[config.mk]
export PLATFORM = sky130hd
export DESIGN_NAME = pid_regulator_antiwindup
export DESIGN_NICKNAME = d
export VERILOG_FILES = /design/src/design/pidaw_pkg.sv /design/src/design/pid_regulator_antiwindup.sv
export SDC_FILE = /design/constraint.sdc
export NUM_CORES = 2
export LEC_CHECK = 0
export ABC_AREA = 0
export BUFFER_PORTS_ARGS = -buffer_cell sky130_fd_sc_hd__buf_2
export CAP_MARGIN = 20
export CORE_ASPECT_RATIO = 1.1
export CORE_MARGIN = 10
export CORE_UTILIZATION = 35
export CTS_CLUSTER_SIZE = 24
export DETAILED_ROUTE_END_ITERATION = 16
export PLACE_DENSITY_LB_ADDON = 0.25
export REMOVE_ABC_BUFFERS = 1
export SETUP_SLACK_MARGIN = 0.3
export SYNTH_ARGS = -nofsm -noshare
export SYNTH_HDL_FRONTEND = slang
export SYNTH_SLANG_ARGS = --single-unit
export TNS_END_PERCENT = 1
[constraint.sdc]
create_clock -name clk_i -period 16.25 [get_ports clk_i]
set_clock_uncertainty 0.05 [all_clocks]
set_input_delay 1.625 -clock clk_i [delete_from_list [all_inputs] [get_ports clk_i]]
set_output_delay 1.625 -clock clk_i [all_outputs]
set_load 0.05 [all_outputs]
[src/design/pidaw_pkg.sv]
// pidaw_pkg: shared types, register indexes and saturation helpers for the
// anti-windup pid regulator; no dependencies

package pidaw_pkg;

  localparam int unsigned DataW  = 32;
  localparam int unsigned FracW  = 24;
  localparam int unsigned AccW   = 47;
  localparam int unsigned CfgIdxW = 3;

  typedef logic signed [DataW-1:0]   q_t;
  typedef logic signed [DataW+1:0]   qsum_t;
  typedef logic signed [2*DataW-1:0] qprod_t;
  typedef logic [AccW-1:0]           acc_t;
  typedef logic [CfgIdxW-1:0]        cfg_idx_t;

  // configuration register indexes
  localparam cfg_idx_t CFG_KP    = 3'd0;
  localparam cfg_idx_t CFG_KI    = 3'd1;
  localparam cfg_idx_t CFG_KD_C1 = 3'd2;
  localparam cfg_idx_t CFG_KR    = 3'd3;
  localparam cfg_idx_t CFG_KM    = 3'd4;
  localparam cfg_idx_t CFG_C2    = 3'd5;
  localparam cfg_idx_t CFG_UMAX  = 3'd6;
  localparam cfg_idx_t CFG_UMIN  = 3'd7;

  localparam q_t Q_MAX = {1'b0, {(DataW-1){1'b1}}};
  localparam q_t Q_MIN = {1'b1, {(DataW-1){1'b0}}};
  localparam q_t Q_ONE = q_t'(1) <<< FracW;

  // sign extension into the exact sum width
  function automatic qsum_t ext_sum(input q_t x);
    ext_sum = {{2{x[DataW-1]}}, x};
  endfunction

  // saturate an exact sum of up to three terms to 32 bits
  function automatic q_t sat_sum(input qsum_t s);
    if (s[DataW+1:DataW-1] == 3'b000 || s[DataW+1:DataW-1] == 3'b111) begin
      sat_sum = s[DataW-1:0];
    end else begin
      sat_sum = s[DataW+1] ? Q_MIN : Q_MAX;
    end
  endfunction

  // floor shift of a full product back to q8.24, then saturate
  function automatic q_t sat_prod(input qprod_t p);
    logic [2*DataW-1-FracW:DataW-1] top;
    top = p[2*DataW-1:DataW-1+FracW];
    if (&top || ~|top) begin
      sat_prod = p[DataW-1+FracW:FracW];
    end else begin
      sat_prod = p[2*DataW-1] ? Q_MIN : Q_MAX;
    end
  endfunction

endpackage

[src/design/pid_regulator_antiwindup.sv]
// pid_regulator_antiwindup: series pid with setpoint weighting, filtered
// derivative, output clamp and clamp-based anti-windup
// depends on pidaw_pkg (types, register indexes, saturation helpers)

// Usage
//   input channel: in_valid_i / in_ready_o carry one reference and one feedback
//   sample per transfer. output channel: out_valid_o / out_ready_i carry drive,
//   clamped and the running absolute error sum, one result per input transfer.
//   configuration: cfg_valid_i / cfg_ready_o with cfg_index_i and cfg_data_i;
//   always ready, write only between samples.
// Timing
//   every product goes through one shared 32x32 multiplier with a registered
//   product, sums and differences use small saturating adders, stepped by a
//   12-state one-hot sequencer (idle plus 11 steps). the result is registered
//   in the clamp step, and the next sample is taken only once the sequencer
//   is back in idle.
//   in_ready_o is high whenever the sequencer is idle, also while a result
//   is still waiting in the output register.
// Reset
//   gains and limits go to their defaults (kr = km = 1.0, full-range limits),
//   integrator, derivative memories and error sum go to zero, integration on.
// Stall
//   if the receiver has not taken the previous result, the sequencer holds
//   in its last step until the output register frees up; no result is lost.

module pid_regulator_antiwindup
  import pidaw_pkg::*;
(
  input  logic                 clk_i,
  input  logic                 rst_ni,
  // sample input
  input  logic                 in_valid_i,
  output logic                 in_ready_o,
  input  logic signed [31:0]   reference_i,
  input  logic signed [31:0]   feedback_i,
  // result output
  output logic                 out_valid_o,
  input  logic                 out_ready_i,
  output logic signed [31:0]   drive_o,
  output logic                 clamped_o,
  output logic [46:0]          abs_error_total_o,
  // register writes
  input  logic                 cfg_valid_i,
  output logic                 cfg_ready_o,
  input  logic [CfgIdxW-1:0]   cfg_index_i,
  input  logic [31:0]          cfg_data_i
);

  // one-hot sequencer, one step per cycle, holding in the clamp step while the output register is full
  typedef enum logic [11:0] {
    ST_IDLE  = 12'b0000_0000_0001,
    ST_MKR   = 12'b0000_0000_0010, // product kr * reference
    ST_MKI   = 12'b0000_0000_0100, // proportional term, product ki * error
    ST_MKM   = 12'b0000_0000_1000, // integrator update, product km * reference
    ST_TD    = 12'b0000_0001_0000, // weighted derivative input
    ST_MKD   = 12'b0000_0010_0000, // product kd_c1 * derivative input
    ST_D2    = 12'b0000_0100_0000, // difference against previous input
    ST_UD    = 12'b0000_1000_0000, // add filter memory
    ST_MC2   = 12'b0001_0000_0000, // product c2 * derivative term
    ST_SUM   = 12'b0010_0000_0000, // filter memory update, sum of terms
    ST_MKP   = 12'b0100_0000_0000, // product kp * sum
    ST_CLAMP = 12'b1000_0000_0000  // clamp and load the output register
  } state_e;

  state_e state_q, state_d;

  // configuration registers
  q_t kp_q, ki_q, kd_c1_q, kr_q, km_q, c2_q, umax_q, umin_q;

  // controller state
  q_t   integ_q;
  q_t   fmem_q;
  q_t   prev_q;
  logic integ_en_q;
  acc_t acc_q;

  // per-sample working registers
  q_t     ref_q, fbk_q, err_q, up_q, ud_q, tmp_q;
  qprod_t prod_q;

  // output register
  logic out_valid_q;
  q_t   drive_q;
  logic clamped_q;
  acc_t abs_q;

  logic in_fire;
  logic out_load;
  logic mul_en;
  q_t   mul_a, mul_b;
  q_t   mq;       // product shifted back to q8.24, saturated
  q_t   v_clamp;
  logic v_clip;
  logic [31:0] abs_err;
  logic [AccW:0] acc_sum;
  acc_t acc_d;

  assign in_ready_o  = (state_q == ST_IDLE);
  assign in_fire     = in_valid_i & in_ready_o;
  assign cfg_ready_o = 1'b1;
  // result can go out once the output register is free or being emptied
  assign out_load    = (state_q == ST_CLAMP) & (~out_valid_q | out_ready_i);

  assign mq = sat_prod(prod_q);

  // shared multiplier operand selection
  always_comb begin
    mul_en = 1'b1;
    mul_a  = kp_q;
    mul_b  = tmp_q;
    case (state_q)
      ST_MKR: begin
        mul_a = kr_q;
        mul_b = ref_q;
      end
      ST_MKI: begin
        mul_a = ki_q;
        mul_b = err_q;
      end
      ST_MKM: begin
        mul_a = km_q;
        mul_b = ref_q;
      end
      ST_MKD: begin
        mul_a = kd_c1_q;
        mul_b = tmp_q;
      end
      ST_MC2: begin
        mul_a = c2_q;
        mul_b = ud_q;
      end
      ST_MKP: begin
        mul_a = kp_q;
        mul_b = tmp_q;
      end
      default: begin
        mul_en = 1'b0;
      end
    endcase
  end

  // clamp, upper limit tested first: with inverted limits a value above umax resolves to umax, any other to umin
  always_comb begin
    if (mq > umax_q) begin
      v_clamp = umax_q;
    end else if (mq < umin_q) begin
      v_clamp = umin_q;
    end else begin
      v_clamp = mq;
    end
    v_clip = (v_clamp != mq);
  end

  // absolute error, the most negative error maps to 2^31 exactly
  assign abs_err = err_q[31] ? (~err_q + 32'd1) : err_q;
  assign acc_sum = {1'b0, acc_q} + (AccW+1)'(abs_err);
  assign acc_d   = acc_sum[AccW] ? {AccW{1'b1}} : acc_sum[AccW-1:0];

  // sequencer
  always_comb begin
    state_d = state_q;
    case (state_q)
      ST_IDLE:  if (in_fire) begin
        state_d = ST_MKR;
      end
      ST_MKR:   state_d = ST_MKI;
      ST_MKI:   state_d = ST_MKM;
      ST_MKM:   state_d = ST_TD;
      ST_TD:    state_d = ST_MKD;
      ST_MKD:   state_d = ST_D2;
      ST_D2:    state_d = ST_UD;
      ST_UD:    state_d = ST_MC2;
      ST_MC2:   state_d = ST_SUM;
      ST_SUM:   state_d = ST_MKP;
      ST_MKP:   state_d = ST_CLAMP;
      ST_CLAMP: if (out_load) begin
        state_d = ST_IDLE;
      end
      default:  state_d = ST_IDLE;
    endcase
  end

  // control, configuration and controller state
  always_ff @(posedge clk_i or negedge rst_ni) begin
    if (!rst_ni) begin
      state_q     <= ST_IDLE;
      out_valid_q <= 1'b0;
      kp_q        <= '0;
      ki_q        <= '0;
      kd_c1_q     <= '0;
      kr_q        <= Q_ONE;
      km_q        <= Q_ONE;
      c2_q        <= '0;
      umax_q      <= Q_MAX;
      umin_q      <= Q_MIN;
      integ_q     <= '0;
      fmem_q      <= '0;
      prev_q      <= '0;
      integ_en_q  <= 1'b1;
      acc_q       <= '0;
    end else begin
      state_q <= state_d;

      if (out_load) begin
        out_valid_q <= 1'b1;
      end else if (out_ready_i) begin
        out_valid_q <= 1'b0;
      end

      if (cfg_valid_i) begin
        case (cfg_index_i)
          CFG_KP:    kp_q    <= cfg_data_i;
          CFG_KI:    ki_q    <= cfg_data_i;
          CFG_KD_C1: kd_c1_q <= cfg_data_i;
          CFG_KR:    kr_q    <= cfg_data_i;
          CFG_KM:    km_q    <= cfg_data_i;
          CFG_C2:    c2_q    <= cfg_data_i;
          CFG_UMAX:  umax_q  <= cfg_data_i;
          CFG_UMIN:  umin_q  <= cfg_data_i;
          default: ;
        endcase
      end

      if (state_q == ST_MKR) begin
        acc_q <= acc_d;
      end
      // integrator frozen on a sample that follows a clamped output
      if (state_q == ST_MKM && integ_en_q) begin
        integ_q <= sat_sum(ext_sum(mq) + ext_sum(integ_q));
      end
      if (state_q == ST_D2) begin
        prev_q <= mq;
      end
      if (state_q == ST_SUM) begin
        fmem_q <= mq;
      end
      if (out_load) begin
        integ_en_q <= ~v_clip;
      end
    end
  end

  // datapath payload registers
  always_ff @(posedge clk_i) begin
    if (mul_en) begin
      prod_q <= mul_a * mul_b;
    end
    if (in_fire) begin
      ref_q <= reference_i;
      fbk_q <= feedback_i;
      err_q <= sat_sum(ext_sum(reference_i) - ext_sum(feedback_i));
    end
    case (state_q)
      ST_MKI: up_q  <= sat_sum(ext_sum(mq) - ext_sum(fbk_q));
      ST_TD:  tmp_q <= sat_sum(ext_sum(mq) - ext_sum(fbk_q));
      ST_D2:  tmp_q <= sat_sum(ext_sum(mq) - ext_sum(prev_q));
      ST_UD:  ud_q  <= sat_sum(ext_sum(tmp_q) + ext_sum(fmem_q));
      ST_SUM: tmp_q <= sat_sum(ext_sum(up_q) + ext_sum(integ_q) + ext_sum(ud_q));
      default: ;
    endcase
    if (out_load) begin
      drive_q   <= v_clamp;
      clamped_q <= v_clip;
      abs_q     <= acc_q;
    end
  end

  assign out_valid_o       = out_valid_q;
  assign drive_o           = drive_q;
  assign clamped_o         = clamped_q;
  assign abs_error_total_o = abs_q;

  // sequencer stays one-hot
  a_state_onehot: assert property (@(posedge clk_i) disable iff (!rst_ni)
    $onehot(state_q))
    else $error("sequencer state not one-hot");

  // a clamped result always sits on one of the limits
  a_clamp_on_limit: assert property (@(posedge clk_i) disable iff (!rst_ni)
    (out_valid_o && clamped_o) |-> (drive_o == umax_q || drive_o == umin_q))
    else $error("clamped drive is not at a limit");

  // integration enable follows the clamp flag of the result just loaded
  a_antiwindup: assert property (@(posedge clk_i) disable iff (!rst_ni)
    out_load |=> (integ_en_q != clamped_q))
    else $error("integrate enable does not follow clamp flag");

  // a pending result is never overwritten before its transfer
  a_no_overwrite: assert property (@(posedge clk_i) disable iff (!rst_ni)
    (state_q == ST_CLAMP && out_valid_q && !out_ready_i) |=> (state_q == ST_CLAMP))
    else $error("sequencer left its last step with output still pending");

endmodule
## Yosys cells after proc, flatten, opt, wreduce, memory -nomap -nowiden

Cells that the tools add are included.

| storage, ports and cells | value |
|---|---|
| register bits | 749 |
| bits in latches | 0 |
| RAM bits | 0 |
| memory bits (read-only) | 0 |
| bits of input ports | 104 |
| output and inout port bits | 83 |
| word-level logic and storage cells | 129 |
| memories kept | 0 |

| operators by class | value |
|---|---|
| add/sub/neg operators | 9 |
| $mul | 1 |
| div/mod/pow operators | 0 |
| magnitude comparators | 2 |
| eq/ne operators | 28 |
| shift operators | 0 |
| muxes and demuxes | 27 |
| bitwise logic cells | 6 |
| reduce and logical (&&, ||, !) cells | 31 |

Operators by type and width:

| kind | number |
|---|---|
| $mux 32 | 17 |
| $pmux 32 s3 | 2 |
| $pmux 32 s5 | 1 |
| $pmux 12 s12 | 1 |
| $add 32x32->33 | 3 |
| $sub 32x32->33 | 3 |
| $mul 32x32->64 | 1 |
| $add 47x32->48 | 1 |
| $mux 47 | 1 |
| $add 33x32->34 | 1 |
| $add 32x1->32 const B | 1 |
| $gt 32x32->1 | 1 |
| $lt 32x32->1 | 1 |
| $ne 32x32->1 | 1 |
| $not 32->32 | 1 |
| $eq 3x3->1 const B | 10 |
| $mux 12 | 2 |
| $logic_not 3->1 | 7 |
| $reduce_and 2->1 | 9 |
| $eq 12x1->1 const B | 1 |
| $eq 12x10->1 const B | 1 |
| $eq 12x11->1 const B | 1 |
| $eq 12x12->1 const B | 1 |
| $eq 12x2->1 const B | 1 |
| other kinds (24) | 35 |

## Logic depth before layout (Yosys ltp)

| depth | value |
|---|---|
| depth after elaboration | 9 |
| mapped depth | 39 |
| gate-level depth less buffers | 34 |

## Worst setup path before layout

Ideal clock, no wire load.

| timing path | value |
|---|---|
| path type | register to register |
| start point | register state_q[9] |
| end point | register prod_q[62] (data pin) |
| library setup time | 262 ps |
| arrival | 10,506 ps |
| path slack | 5,432 ps |
| cell stages (with the launch flop) | 30 |
| path buffers | 5 |
| period minus slack after synthesis | 10,818 ps |
| path through | dfrtp_1 > nor3_1 > and4_1 > clkbuf_1 > clkbuf_1 > clkbuf_1 > buf_1 > a22oi_1 > nand3_1 > clkbuf_1 > nand2_1 > inv_1 > fa_1 > fa_1 > fa_1 > fa_1 > inv_1 > fa_1 > inv_1 > fa_1 > fa_1 > fa_1 > ha_1 > and3_1 > a221o_1 > a21oi_1 > o211ai_2 > a31oi_2 > o21bai_1 > xor2_1 |

| between the ends | value |
|---|---|
| longest elaborated chain between the ends | 4 |

RTL lines:

| item | RTL line | text |
|---|---|---|
| from (decl) | pid_regulator_antiwindup.sv:65 | `state_e state_q, state_d;` |
| from (signal assigned) | pid_regulator_antiwindup.sv:202 | `state_q <= state_d;` |
| $eq 12x2->1 or $eq 12x4->1 (tied branches) | pid_regulator_antiwindup.sv:111 | `case (state_q)` |
| $reduce_or 2->1 (no line) | - |  |
| $pmux 32 s3 | pid_regulator_antiwindup.sv:111 |  |
| $mul 32x32->64 (*) | pid_regulator_antiwindup.sv:246 | `prod_q <= mul_a * mul_b;` |
| to (signal assigned) | pid_regulator_antiwindup.sv:246 |  |
| to (decl) | pid_regulator_antiwindup.sv:79 | `qprod_t prod_q;` |

Every way passes the cells marked *; elsewhere a longest branch is shown, timed or not.
A chain may end at the register's enable or synchronous reset.

## Final worst setup path

| timing path | value |
|---|---|
| start point | register state_q[11] |
| end point | register prod_q[63] (data pin) |

Same word-level chain as after synthesis.

==> results.json <==
{
  "cts_buffers": 85,
  "worstPathArrival_ps": 12200,
  "period_share_pct": 72.4,
  "clock_latency_ps": 740,
  "ios": 187,
  "async_flop_share_pct": 57.0,
  "critPathLaunchType": "flop",
  "grt_max_degree": 164,
  "min_path_cells": 2,
  "synth-edff-count": 312,
  "overflow": 0,
  "initial_core_util_pct": 35.1,
  "wl_per_cell_um": 26.4,
  "synth_cell_types": 101,
  "hold_buffers": 0,
  "clk_pin_slew_worst_paths_ps": 60,
  "cts_tree": "done",
  "fin_util_pct": 38.7,
  "place_area_um2": 83400,
  "crit_path_end_kind": "flop",
  "cp_slowest_cell": "and4_4",
  "setup_violations": 0,
  "area_delta_synth_final_pct": 10.1,
  "first_pass_iters": 9,
  "die_w_um": 471,
  "fin_nets": 9850,
  "synth_top_area_cell": "fa_1",
  "cts-resized-gates": 0,
  "synth_top_area_share_pct": 28.6,
  "core_area_um2": 223000,
  "finalHoldViolations": 0,
  "slew_violations": 0,
  "r2r.worst_path.cells": 30,
  "crit_path_max_fanout": 50,
  "status": "complete, no violations",
  "drv_cap": 0,
  "syn-cell-area_um2": 78500,
  "drc": 0,
  "die_h_um": 517,
  "design_area_um2": 86400,
  "place_inst": 11014,
  "path_class": "reg -> reg",
  "via_per_inst": 5.47,
  "post_cts_buffers": 0,
  "hold_class": "reg -> reg",
  "vias": 61152,
  "h-tree-depth": 3,
  "slowest_delay_ps": 920,
  "seq_area_frac_synth_pct": 25.2,
  "layout.cells.non_filler": 11181,
  "layout-drive-gt1-share_pct": 10.9,
  "dpl.hpwl_um": 231000,
  "synth-seq-cells": 725,
  "synth_commonest_cells": "1198 x inv_1, 1120 x fa_1, 896 x nand2_1, 762 x nor2_1, 468 x ha_1",
  "crit_top_cell": "fa_1",
  "die_area_um2": 244000,
  "clockBufferDepth": 3,
  "finalSetupTns_ps": 0,
  "netlist_instances": 8060,
  "max_slew_margin_pct": 19.6,
  "cts_sinks": 725,
  "rows": 182,
  "postRouteAntennaNets": 0,
  "rsz0062_at_grt": "no",
  "grtUsageTotal_pct": 23.9,
  "required_ps": 16680,
  "grt_pass1_vias": 63434,
  "worstMarginPinSlew_ps": 1210,
  "timing.fmax_ghz": 0.0850,
  "io_buffers": 185,
  "routed_wl_um": 295000,
  "synth.area.top_cells": "fa_1 29%, dfrtp_1 12%, edfxtp_1 12%",
  "synth.avg_cell_area_um2": 9.74,
  "antenna_found_initial": 44,
  "finalWeightedCongestion": 0.962,
  "grt_pass1_wl_um": 433000,
  "synth-main-ff-cell": "dfrtp_1",
  "yosys_warnings": 0,
  "period_needed_ps": 11770,
  "drtIter0Drc": 5855,
  "clock-root-buffer": "clkbuf_16",
  "yosysMostFrequentCell": "inv_1"
}
-- per-stage QoR --
| stage | hold WS, ps | worst slack, ps |
|---|---|---|
| after detailed placement | 420 | 4540 |
| final | 430 | 4480 |
| after global routing | 450 | 4010 |
| after CTS | 433 | 4510 |
| after global placement | 412 | 4740 |
| after floorplan | 395 | 5370 |
-- layout make-up --
type / instances / area [um^2]
Timing Repair Buffer: 367 / 2350
Clock buffer: 115 / 2440
Fill cell: 22267 / 137000
Sequential cell: 725 / 19700
Inverter: 1200 / 4510
Antenna cell: 6 / 15.0
Multi-Input combinational cell: 5779 / 53100
Tap cell: 2944 / 3680
Clock inverter: 45 / 552
-- critical path, delay by kind of cell (launching register included) --
family | cells | cell delay [ps]
flip-flops | 1 | 440
AO/OA/AOI/OAI | 11 | 3040
XOR/XNOR | 1 | 150
AND/OR/NAND/NOR | 5 | 2670
adder cells (fa/ha/maj) | 9 | 4150
buffers and inverters | 4 | 930
-- final timing paths --
check                            start         end  slack [ps]
max                        state_q[11]  prod_q[63]        4480
min in group asynchronous       rst_ni  umin_q[30]         840
max reg2reg                state_q[11]  prod_q[63]        4480
min reg2reg                 prev_q[21]  prev_q[21]         430
min                         prev_q[21]  prev_q[21]         430
max in group asynchronous       rst_ni   acc_q[33]       12950
-- metal layers --
metal / GRT usage [%] / vias to the layer above / share of wire, %
met5: 0 / - / 0.080
met4: 10.2 / 38 / 5.1
met3: 4.60 / 585 / 7.8
met2: 38.6 / 2532 / 46
met1: 31.4 / 31292 / 41
li1: - / 26705 / -
-- cell usage in the layout (no fill, tap or decap), types with 16 or more instances in the layout --
master / n
a211o_1: 17
a211oi_1: 42
a21o_1: 176
a21oi_1: 341
a222oi_1: 40
a22oi_1: 49
a31oi_1: 64
and2_1: 16
and3_1: 56
and4_1: 25
buf_2: 187
buf_4: 175
clkbuf_16: 88
dfrtp_1: 377
dfstp_2: 36
edfxtp_1: 312
fa_1: 1120
ha_1: 468
inv_1: 1196
maj3_1: 33
mux2_2: 261
nand2_1: 893
nand2b_1: 54
nand3_1: 95
nand4_1: 64
nor2_1: 760
nor2b_1: 47
nor3_1: 90
nor4_1: 28
o211ai_1: 32
o21a_1: 59
o21ai_0: 316
o21bai_1: 30
o31ai_1: 23
or2_2: 23
or3_1: 26
xnor2_1: 210
xor2_1: 100
-- logic make-up (layout without fill, tap and decap cells) --
family / count (synthesis) / count (layout) / share of synthesized area (%)
xor+xnor: 310 / 310 / 3.46
mux: 270 / 270 / 3.86
buf+inv: 1556 / 1727 / 7.47
compound gates: 1334 / 1334 / 11.0
simple gates: 2243 / 2243 / 12.5
flops: 725 / 725 / 25.2
fa+ha+maj: 1621 / 1621 / 36.5
other cells: 1 / 7 / 0.00478
Power is left out: the tool's default activity adds up to more than one toggle a clock period on the data nets, which glitch-free logic cannot reach.
